==> config.mk <==
export PLATFORM = sky130hd
export DESIGN_NAME = infix_expression_evaluator
export DESIGN_NICKNAME = d
export VERILOG_FILES = /design/src/design/iee_pkg.sv /design/src/design/iee_front.sv /design/src/design/iee_div.sv /design/src/design/iee_back.sv /design/src/design/infix_expression_evaluator.sv
export SDC_FILE = /design/constraint.sdc
export NUM_CORES = 2
export LEC_CHECK = 0
export BUFFER_PORTS_ARGS = -buffer_cell sky130_fd_sc_hd__clkbuf_2
export CORE_ASPECT_RATIO = 0.6
export CORE_MARGIN = 2
export CORE_UTILIZATION = 25
export CTS_CLUSTER_DIAMETER = 80
export DETAILED_ROUTE_END_ITERATION = 8
export PLACE_DENSITY = 0.34
export SLEW_MARGIN = 20
export SYNTH_ARGS = -nofsm -noshare
export SYNTH_HDL_FRONTEND = slang
export SYNTH_SLANG_ARGS = --single-unit
export TNS_END_PERCENT = 50
==> constraint.sdc <==
create_clock -name clock -period 29.4 [get_ports clock]
set_input_delay 5.88 -clock clock [delete_from_list [all_inputs] [get_ports clock]]
set_output_delay 5.88 -clock clock [all_outputs]
set_load 0.05 [all_outputs]
==> src/design/iee_pkg.sv <==
// shared types and constants for the infix expression evaluator
// used by iee_front, iee_back and the top level
package iee_pkg;
   localparam int VALUE_DEPTH_DEF = 16;
   localparam int OPER_DEPTH_DEF  = 16;
   localparam int FRAC_BITS_DEF   = 16;

   typedef enum logic [2:0] {
      OP_ADD = 3'd0, OP_SUB = 3'd1, OP_MUL = 3'd2, OP_DIV = 3'd3,
      OP_OPEN = 3'd4, OP_CLOSE = 3'd5, OP_END = 3'd6, OP_BAD = 3'd7
   } op_type;

   typedef enum logic [2:0] {
      ST_OK = 3'd0, ST_READY = 3'd1, ST_SYNTAX = 3'd2, ST_OVERFLOW = 3'd3,
      ST_DIVZERO = 3'd4
   } status_type;

   // classified token handed from front to back
   typedef struct packed {
      logic              is_oper;
      logic signed [31:0] operand;
      op_type            op;
   } token_type;
endpackage

==> src/design/iee_front.sv <==
// front part: takes tokens and keeps them in a short queue
// depends on iee_pkg
module iee_front (
   input  logic               clock,
   input  logic               reset,
   input  logic               req_tvalid,
   output logic               req_tready,
   input  logic [39:0]        req_tdata,
   input  logic               req_tuser,
   input  logic               tok_pop,
   output logic               tok_valid,
   output iee_pkg::token_type tok_data
);
   import iee_pkg::*;

   token_type  queue_ff [2];
   logic       wr_ff, rd_ff, wr_in, rd_in;
   logic [1:0] fill_ff, fill_in;
   token_type  tok_new;
   logic       push;

   always_comb begin
      tok_new.is_oper = req_tuser;
      tok_new.operand = req_tdata[31:0];
      tok_new.op      = op_type'(req_tdata[34:32]);
   end

   assign req_tready = (fill_ff != 2'd2);
   assign push       = req_tvalid && req_tready;
   assign tok_valid  = (fill_ff != 2'd0);
   assign tok_data   = queue_ff[rd_ff];

   always_comb begin
      wr_in   = wr_ff ^ push;
      rd_in   = rd_ff ^ tok_pop;
      fill_in = fill_ff + {1'b0, push} - {1'b0, tok_pop};
   end

   always_ff @(posedge clock) begin
      if (reset) begin
         wr_ff   <= 1'b0;
         rd_ff   <= 1'b0;
         fill_ff <= 2'd0;
      end else begin
         wr_ff   <= wr_in;
         rd_ff   <= rd_in;
         fill_ff <= fill_in;
      end
      if (push) queue_ff[wr_ff] <= tok_new;
   end

   assert property (@(posedge clock) disable iff (reset) tok_pop |-> tok_valid)
      else $error("pop from empty token queue");
   assert property (@(posedge clock) disable iff (reset) fill_ff != 2'd3)
      else $error("token queue fill out of range");
   assert property (@(posedge clock) disable iff (reset)
      (fill_ff == 2'd2) |-> !req_tready)
      else $error("full queue took a token");
endmodule

==> src/design/iee_div.sv <==
// restoring divider, one quotient bit per cycle, for the back part
// standalone, depends on nothing
module iee_div #(
   parameter int FRAC_BITS = 16
) (
   input  logic               clock,
   input  logic               reset,
   input  logic               start,
   input  logic signed [31:0] dividend,
   input  logic signed [31:0] divisor,
   output logic               done,
   output logic signed [31:0] quotient
);
   localparam int NUM_W = 32 + FRAC_BITS;
   localparam int CNT_W = $clog2(NUM_W + 1);

   logic [NUM_W-1:0] num_ff, num_in;
   logic [32:0]      rem_ff, rem_in;
   logic [31:0]      den_ff;
   logic             neg_ff, busy_ff;
   logic [CNT_W-1:0] cnt_ff;
   logic [32:0]      trial;
   logic [NUM_W-1:0] mag_a;
   logic [31:0]      mag_b;
   logic [NUM_W:0]   qs;

   always_comb begin
      mag_a = {{FRAC_BITS{dividend[31]}}, dividend} << FRAC_BITS;
      if (dividend[31]) mag_a = -mag_a;
      mag_b = divisor[31] ? -divisor : divisor;
      trial = {rem_ff[31:0], num_ff[NUM_W-1]} - {1'b0, den_ff};
      rem_in = trial[32] ? {rem_ff[31:0], num_ff[NUM_W-1]} : trial;
      num_in = {num_ff[NUM_W-2:0], ~trial[32]};
   end

   always_ff @(posedge clock) begin
      if (reset) begin
         busy_ff <= 1'b0;
         done    <= 1'b0;
      end else begin
         done <= 1'b0;
         if (start) begin
            busy_ff <= 1'b1;
            cnt_ff  <= CNT_W'(NUM_W);
         end else if (busy_ff) begin
            cnt_ff <= cnt_ff - 1'b1;
            if (cnt_ff == CNT_W'(1)) begin
               busy_ff <= 1'b0;
               done    <= 1'b1;
            end
         end
      end
      if (start) begin
         num_ff <= mag_a;
         rem_ff <= '0;
         den_ff <= mag_b;
         neg_ff <= dividend[31] ^ divisor[31];
      end else if (busy_ff) begin
         num_ff <= num_in;
         rem_ff <= rem_in;
      end
   end

   // signed quotient with saturation
   always_comb begin
      qs = neg_ff ? -{1'b0, num_ff} : {1'b0, num_ff};
      if (!neg_ff && num_ff > NUM_W'(32'h7fffffff)) quotient = 32'sh7fffffff;
      else if (neg_ff && num_ff > NUM_W'(33'h80000000)) quotient = 32'sh80000000;
      else quotient = qs[31:0];
   end
endmodule

==> src/design/iee_back.sv <==
// back part: runs the two stacks and the reductions for each token
// depends on iee_pkg and iee_div
module iee_back #(
   parameter int VALUE_DEPTH = 16,
   parameter int OPER_DEPTH  = 16,
   parameter int FRAC_BITS   = 16
) (
   input  logic               clock,
   input  logic               reset,
   input  logic               tok_valid,
   input  iee_pkg::token_type tok_data,
   output logic               tok_pop,
   output logic               rsp_tvalid,
   input  logic               rsp_tready,
   output logic [39:0]        rsp_tdata
);
   import iee_pkg::*;

   localparam int VA_W = $clog2(VALUE_DEPTH);
   localparam int VC_W = $clog2(VALUE_DEPTH + 1);
   localparam int OA_W = $clog2(OPER_DEPTH);
   localparam int OC_W = $clog2(OPER_DEPTH + 1);

   typedef enum logic [2:0] {
      S_IDLE, S_DECIDE, S_MUL, S_DIV, S_FINISH, S_OUT
   } state_type;

   typedef enum logic [1:0] {K_NONE, K_VALUE, K_OPER} kind_type;

   state_type   state_ff;
   kind_type    kind_ff;
   logic signed [31:0] vstack_ff [VALUE_DEPTH];
   op_type      ostack_ff [OPER_DEPTH];
   logic [VC_W-1:0] vcnt_ff;
   logic [OC_W-1:0] ocnt_ff;
   token_type   tok_ff;
   status_type  st_ff;
   logic signed [31:0] top_ff;
   logic signed [31:0] va, vb, vtop;
   op_type      otop;
   logic signed [63:0] prod_ff;
   logic        div_start, div_done;
   logic signed [31:0] quo;
   logic signed [32:0] sum;
   logic signed [63:0] shr;
   logic        want_reduce, can_reduce, reduce_div;

   assign vb   = vstack_ff[VA_W'(vcnt_ff - 1'b1)];
   assign va   = vstack_ff[VA_W'(vcnt_ff - 2'd2)];
   assign vtop = vb;
   assign otop = ostack_ff[OA_W'(ocnt_ff - 1'b1)];
   assign tok_pop = (state_ff == S_IDLE) && tok_valid;
   assign rsp_tvalid = (state_ff == S_OUT);
   assign rsp_tdata  = {5'd0, top_ff, st_ff};
   assign div_start  = (state_ff == S_DECIDE) && reduce_div;

   iee_div #(.FRAC_BITS(FRAC_BITS)) u_div (
      .clock(clock), .reset(reset), .start(div_start), .dividend(va),
      .divisor(vb), .done(div_done), .quotient(quo));

   function automatic logic prec2(op_type o);
      return (o == OP_MUL) || (o == OP_DIV);
   endfunction

   // decision for one step of the current token
   always_comb begin
      want_reduce = 1'b0;
      case (tok_ff.op)
         OP_ADD, OP_SUB, OP_MUL, OP_DIV:
            want_reduce = ocnt_ff != 0 && otop <= OP_DIV &&
                          (prec2(otop) || !prec2(tok_ff.op));
         OP_CLOSE: want_reduce = ocnt_ff != 0 && otop != OP_OPEN;
         OP_END:   want_reduce = ocnt_ff != 0 && otop != OP_OPEN;
         default:  want_reduce = 1'b0;
      endcase
      can_reduce = vcnt_ff >= VC_W'(2) && otop <= OP_DIV;
      // only a token that follows a value gets as far as a reduction
      reduce_div = tok_ff.is_oper && kind_ff == K_VALUE && want_reduce && can_reduce
                   && otop == OP_DIV && vb != 0;
      sum = (otop == OP_ADD) ? 33'(va) + 33'(vb) : 33'(va) - 33'(vb);
      shr = prod_ff >>> FRAC_BITS;
   end

   function automatic logic signed [31:0] sat33(logic signed [32:0] x);
      if (x > 33'sh07fffffff) return 32'sh7fffffff;
      if (x < -33'sh080000000) return 32'sh80000000;
      return x[31:0];
   endfunction

   function automatic logic signed [31:0] sat64(logic signed [63:0] x);
      if (x > 64'sh7fffffff) return 32'sh7fffffff;
      if (x < -64'sh80000000) return 32'sh80000000;
      return x[31:0];
   endfunction

   always_ff @(posedge clock) begin
      if (reset) begin
         state_ff <= S_IDLE;
         kind_ff  <= K_NONE;
         vcnt_ff  <= '0;
         ocnt_ff  <= '0;
      end else begin
         case (state_ff)
            S_IDLE: if (tok_valid) begin
               tok_ff   <= tok_data;
               state_ff <= S_DECIDE;
            end
            S_DECIDE: begin
               state_ff <= S_OUT;
               top_ff   <= '0;
               st_ff    <= ST_OK;
               if (!tok_ff.is_oper) begin
                  if (kind_ff == K_VALUE) st_ff <= ST_SYNTAX;
                  else if (vcnt_ff >= VC_W'(VALUE_DEPTH)) st_ff <= ST_OVERFLOW;
                  else begin
                     vstack_ff[VA_W'(vcnt_ff)] <= tok_ff.operand;
                     vcnt_ff <= vcnt_ff + 1'b1;
                     kind_ff <= K_VALUE;
                  end
               end else if (tok_ff.op == OP_OPEN) begin
                  if (kind_ff == K_VALUE) st_ff <= ST_SYNTAX;
                  else if (ocnt_ff >= OC_W'(OPER_DEPTH)) st_ff <= ST_OVERFLOW;
                  else begin
                     ostack_ff[OA_W'(ocnt_ff)] <= OP_OPEN;
                     ocnt_ff <= ocnt_ff + 1'b1;
                     kind_ff <= K_OPER;
                  end
               end else if (tok_ff.op == OP_BAD || kind_ff != K_VALUE) begin
                  st_ff <= ST_SYNTAX;
               end else if (want_reduce) begin
                  if (!can_reduce) st_ff <= ST_SYNTAX;
                  else if (otop == OP_DIV && vb == 0) st_ff <= ST_DIVZERO;
                  else if (otop == OP_MUL) begin
                     prod_ff  <= 64'(va) * 64'(vb);
                     state_ff <= S_MUL;
                  end else if (otop == OP_DIV) state_ff <= S_DIV;
                  else begin
                     vstack_ff[VA_W'(vcnt_ff - 2'd2)] <= sat33(sum);
                     vcnt_ff  <= vcnt_ff - 1'b1;
                     ocnt_ff  <= ocnt_ff - 1'b1;
                     state_ff <= S_DECIDE;
                  end
               end else state_ff <= S_FINISH;
            end
            S_MUL: begin
               vstack_ff[VA_W'(vcnt_ff - 2'd2)] <= sat64(shr);
               vcnt_ff  <= vcnt_ff - 1'b1;
               ocnt_ff  <= ocnt_ff - 1'b1;
               state_ff <= S_DECIDE;
            end
            S_DIV: if (div_done) begin
               vstack_ff[VA_W'(vcnt_ff - 2'd2)] <= quo;
               vcnt_ff  <= vcnt_ff - 1'b1;
               ocnt_ff  <= ocnt_ff - 1'b1;
               state_ff <= S_DECIDE;
            end
            S_FINISH: begin
               state_ff <= S_OUT;
               st_ff    <= ST_OK;
               top_ff   <= '0;
               case (tok_ff.op)
                  OP_CLOSE: begin
                     if (ocnt_ff == 0 || vcnt_ff == 0) st_ff <= ST_SYNTAX;
                     else begin
                        ocnt_ff <= ocnt_ff - 1'b1;
                        st_ff   <= ST_READY;
                        top_ff  <= vtop;
                        kind_ff <= K_VALUE;
                     end
                  end
                  OP_END: begin
                     if (ocnt_ff != 0 || vcnt_ff != VC_W'(1)) st_ff <= ST_SYNTAX;
                     else begin
                        st_ff   <= ST_READY;
                        top_ff  <= vtop;
                        vcnt_ff <= '0;
                        kind_ff <= K_NONE;
                     end
                  end
                  default: begin
                     if (ocnt_ff >= OC_W'(OPER_DEPTH)) st_ff <= ST_OVERFLOW;
                     else begin
                        ostack_ff[OA_W'(ocnt_ff)] <= tok_ff.op;
                        ocnt_ff <= ocnt_ff + 1'b1;
                        kind_ff <= K_OPER;
                     end
                  end
               endcase
            end
            S_OUT: begin
               if (st_ff >= ST_SYNTAX) begin
                  vcnt_ff <= '0;
                  ocnt_ff <= '0;
                  kind_ff <= K_NONE;
               end
               if (rsp_tready) state_ff <= S_IDLE;
            end
            default: state_ff <= S_IDLE;
         endcase
      end
   end

   assert property (@(posedge clock) disable iff (reset) vcnt_ff <= VC_W'(VALUE_DEPTH))
      else $error("value count beyond depth");
   assert property (@(posedge clock) disable iff (reset) ocnt_ff <= OC_W'(OPER_DEPTH))
      else $error("operator count beyond depth");
   assert property (@(posedge clock) disable iff (reset)
      (rsp_tvalid && st_ff != ST_READY) |-> top_ff == 0)
      else $error("value shown without ready status");
   assert property (@(posedge clock) disable iff (reset)
      div_start |=> state_ff == S_DIV)
      else $error("divide started outside divide step");
endmodule

==> src/design/infix_expression_evaluator.sv <==
// channel  | dir | tdata fields (low bit up)              | tuser
// req      | in  | operand[31:0], op_code[34:32]          | action
// rsp      | out | status[2:0], top_value[34:3]           | none
// an item passes through the front queue; the back part then decides on it, doing add/sub
// reductions in the decide step, a multiply in an extra step and a divide by waiting on the
// serial divider, which sets the worst case
// reset is synchronous and active high; stacks read as empty after reset
// the front queue holds two tokens so input can still be taken while a result waits
module infix_expression_evaluator #(
   parameter int VALUE_DEPTH = iee_pkg::VALUE_DEPTH_DEF,
   parameter int OPER_DEPTH  = iee_pkg::OPER_DEPTH_DEF,
   parameter int FRAC_BITS   = iee_pkg::FRAC_BITS_DEF
) (
   input  logic        clock,
   input  logic        reset,
   input  logic        req_tvalid,
   output logic        req_tready,
   input  logic [39:0] req_tdata,  // operand, op_code
   input  logic        req_tuser,  // action
   output logic        rsp_tvalid,
   input  logic        rsp_tready,
   output logic [39:0] rsp_tdata   // status, top_value
);
   import iee_pkg::*;

   token_type tok_data;
   logic      tok_valid, tok_pop;

   iee_front u_front (
      .clock(clock), .reset(reset), .req_tvalid(req_tvalid),
      .req_tready(req_tready), .req_tdata(req_tdata), .req_tuser(req_tuser),
      .tok_pop(tok_pop), .tok_valid(tok_valid), .tok_data(tok_data));

   iee_back #(.VALUE_DEPTH(VALUE_DEPTH), .OPER_DEPTH(OPER_DEPTH),
              .FRAC_BITS(FRAC_BITS)) u_back (
      .clock(clock), .reset(reset), .tok_valid(tok_valid),
      .tok_data(tok_data), .tok_pop(tok_pop), .rsp_tvalid(rsp_tvalid),
      .rsp_tready(rsp_tready), .rsp_tdata(rsp_tdata));
endmodule

==> results.md <==
* Status: finished clean
* Inserted Clock Buffers at 100
* Synthesized area per cell at 11.2 um^2
* DIE WIDTH at about 740 um
* Reg-to-Reg Start: u_back.vcnt_ff[0]
* Fin Setup TNS at 0 ns
* Grt total ovfl at 0
* Most common cell in the netlist: fa_1
* RSZ-0062 raised after global routing: no
* Crit start category: flop
* Post-DR wirelength/cell at 30.0 um
* CTS tree: yes
* Clock latency on the worst-skew pair at 0.78 ns
* Detailed Route WL at 350,000 um
* Slowest-stage cell, CP: fa_1
* Clk root buf: clkbuf_16
* CP required at 29.89 ns
* Antenna violations before repair at 20
* Max Fclk at 0.0710 GHz
* Mapped Cells at ~7,200
* Register area share after synthesis at 0.323
* Post-Syn Area at around 81,000 um^2
* Post-cts sizing count at 0
* Final HPWL DP at 260,000 um
* DR iter-0 viols at 6,389
* Post-DRT Antenna Nets at 0
* Starting Density at 0.251
* Slew Limit Fails at 0
* Drt via density at ~5.0
* Most used cell, CP: fa_1
* Total GRT Usage at 0.211
* Final layout net count at 8,618
* Reg2reg setup slack at 15.32 ns
* IO Pins at 87
* Critical path's top delay family: adder cells
* Core Area at 324,000 um^2
* Min-delay src: u_back.kind_ff[0]
* Synth cell count leaders: fa_1, inv_1, nand2_1
* Remaining routing DRC violations at 0
* Vias in the first global route at 58,200
* Critical path class: reg2reg
* Slew @ Worst Pin at 1.38 ns
* Top cell type's share of synthesized area at 0.310
* Multi-input gate area at between 40,000 and 50,000 um^2
* Final Hold Viols at 0
* Rows at around 160
* Port Buffers at 76
* Register area at 26,200 um^2
* CTS Hold Bufs at 0
* Stages on the worst setup path at 30
* Die height at ~450 um
* Last element of the critical path: u_back.prod_ff[62]
* Share of cells above drive strength 1 at 0.126
* Post-route minimum period at 14.08 ns
* Reg clk slew, reported paths at 0.07 ns
* R2R cell count at 30
* H-Tree Depth at 3
* Worst hold path type: reg2reg
* Post-CTS setup buffers at 0
* Main synth FF type: edfxtp_1
* Async set-reset flop share out of synthesis at 0
* Layout area overhead at 11.4%
* Max Clock Skew at 0.0558 ns
* Max-slew headroom at 0.0692
* First-pass GRT wire length at just under 500,000 um
* Vias at 57,700
* Die area at 330,000 um^2
* Final period util at 0.479
* Setup violations, final at 0
* Worst path buffer plus inverter count at 8
* Reg2Reg Capture Point: u_back.prod_ff[62]
* Delay of the slowest critical-path stage at 1.05 ns
* Critical Path AT at roughly 15 ns
* Main area contributors after synthesis: edfxtp_1, fa_1, mux4_2, inv_1, ha_1
* Fillcell total at 33,800
* EDFF count, synth at 838
* Number of max-cap violations at 0
* Global placement routability congestion at 0.901
* Crit. Startpoint: u_back.vcnt_ff[0]
* CP max FO at 33
* First-pass DRT Iterations at 6
* Largest net degree at the start of global routing at ~90
* #FFs+latches synth at 891
* Maximum root-to-sink buffer count at 3
* Largest area contributor in the netlist: edfxtp_1
* Netlist cell types at roughly 110
* Synthesis warning total at 0
* CTS sink count at 891
* Worst setup EP type: flop
## cell families (layout without fill, tap and decap cells)
| group | count (synthesis) | after routing | share of synthesized area |
|---|---|---|---|
| simple gates | 2085 | 2085 | 0.110 |
| buf+inv | 1466 | 1540 | 0.0732 |
| fa+ha+maj | 1349 | 1349 | 0.308 |
| flops | 891 | 891 | 0.323 |
| compound gates | 790 | 790 | 0.0646 |
| mux | 422 | 422 | 0.0969 |
| xor+xnor | 227 | 227 | 0.0246 |
| other cells | 1 | 7 | 0.0000461 |
## worst min-delay path by stage
stage	to	slack, ns	cells past startpoint
final	u_back.kind_ff[0]	0.46	2
after CTS	u_back.kind_ff[0]	0.47	2
after global routing	u_back.kind_ff[0]	0.48	2
after floorplan	u_back.kind_ff[0]	0.44	2
after global placement	u_back.kind_ff[0]	0.45	2
after detailed placement	u_back.kind_ff[0]	0.46	2
## routing by layer
metal / up-vias / wire length (um) / global-route usage
met5: - / 48 / 0
met4: 8 / 6060 / 0.0347
met3: 250 / 34200 / 0.0559
met2: 2476 / 126000 / 0.262
met1: 30900 / 184000 / 0.353
li1: 24100 / - / -
## worst min-delay path: cells and delay by family, from the launching register on
family	cells	cell delay (ns)
DFF	1	0.31
and+or+nand+nor	1	0.05
AOI/OAI and AO/OA	1	0.05
## layout make-up
| class | count | share of cell area |
|---|---|---|
| inverters | 1065 | 0.0442 |
| repair buffers | 288 | 0.0220 |
| multi-input cells | 4878 | 0.548 |
| clock inverters | 61 | 0.00713 |
| well taps | 4346 | 0.0601 |
| clock buffers | 126 | 0.0292 |
| flip-flops and latches | 891 | 0.290 |
| diodes | 2 | 0.0000553 |
## registers in the layout, summed over array words and instances (netlist names)
| register | flops |
|---|---|
| u_back.st_ff | 3 |
| u_back.u_div.rem_ff | 32 |
| u_back.ostack_ff | 48 |
| u_back.vcnt_ff | 5 |
| u_back.u_div.num_ff | 48 |
| u_front.wr_ff | 1 |
| u_front.queue_ff | 72 |
| u_back.u_div.cnt_ff | 6 |
| u_back.u_div.neg_ff | 1 |
| u_back.kind_ff | 2 |
| u_back.top_ff | 32 |
| u_back.u_div.den_ff | 32 |
| u_back.state_ff | 3 |
| u_back.u_div.done | 1 |
| u_back.prod_ff | 48 |
| u_back.u_div.busy_ff | 1 |
| u_front.rd_ff | 1 |
| u_front.fill_ff | 2 |
| u_back.tok_ff | 36 |
| u_back.vstack_ff | 512 |
| u_back.ocnt_ff | 5 |
## placed cells by master (no fill, tap or decap), types with 37 or more instances in the layout
master / count
dfxtp_1: 49
clkbuf_16: 100
ha_1: 262
nand2_1: 837
mux2_2: 54
clkbuf_2: 76
nand2b_1: 106
xor2_1: 54
fa_1: 1082
nor3_1: 64
a21oi_1: 220
o21ai_0: 154
edfxtp_1: 838
buf_4: 209
mux4_2: 265
mux2i_1: 83
a211oi_1: 40
nand3_1: 67
xnor2_1: 168
inv_1: 1035
nor2_1: 774
a21o_1: 100
a31oi_1: 37
## stage by stage
stage / setup slack [ns] / hold slack (ns) / instance area (um^2) / util / instances
after CTS: 15.53 / 0.472 / 90500 / 0.279 / 11700
after floorplan: 16.69 / 0.437 / 81300 / - / 7235
after global routing: 15.00 / 0.483 / 90500 / 0.279 / 11700
after detailed placement: 15.53 / 0.462 / 87200 / 0.269 / 11500
after global placement: 15.59 / 0.447 / 87200 / 0.269 / 11500
final: 15.32 / 0.461 / 90500 / 0.279 / 11700
Power is left out: the tool's default activity adds up to more than one toggle a clock period on the data nets, which glitch-free logic cannot reach.
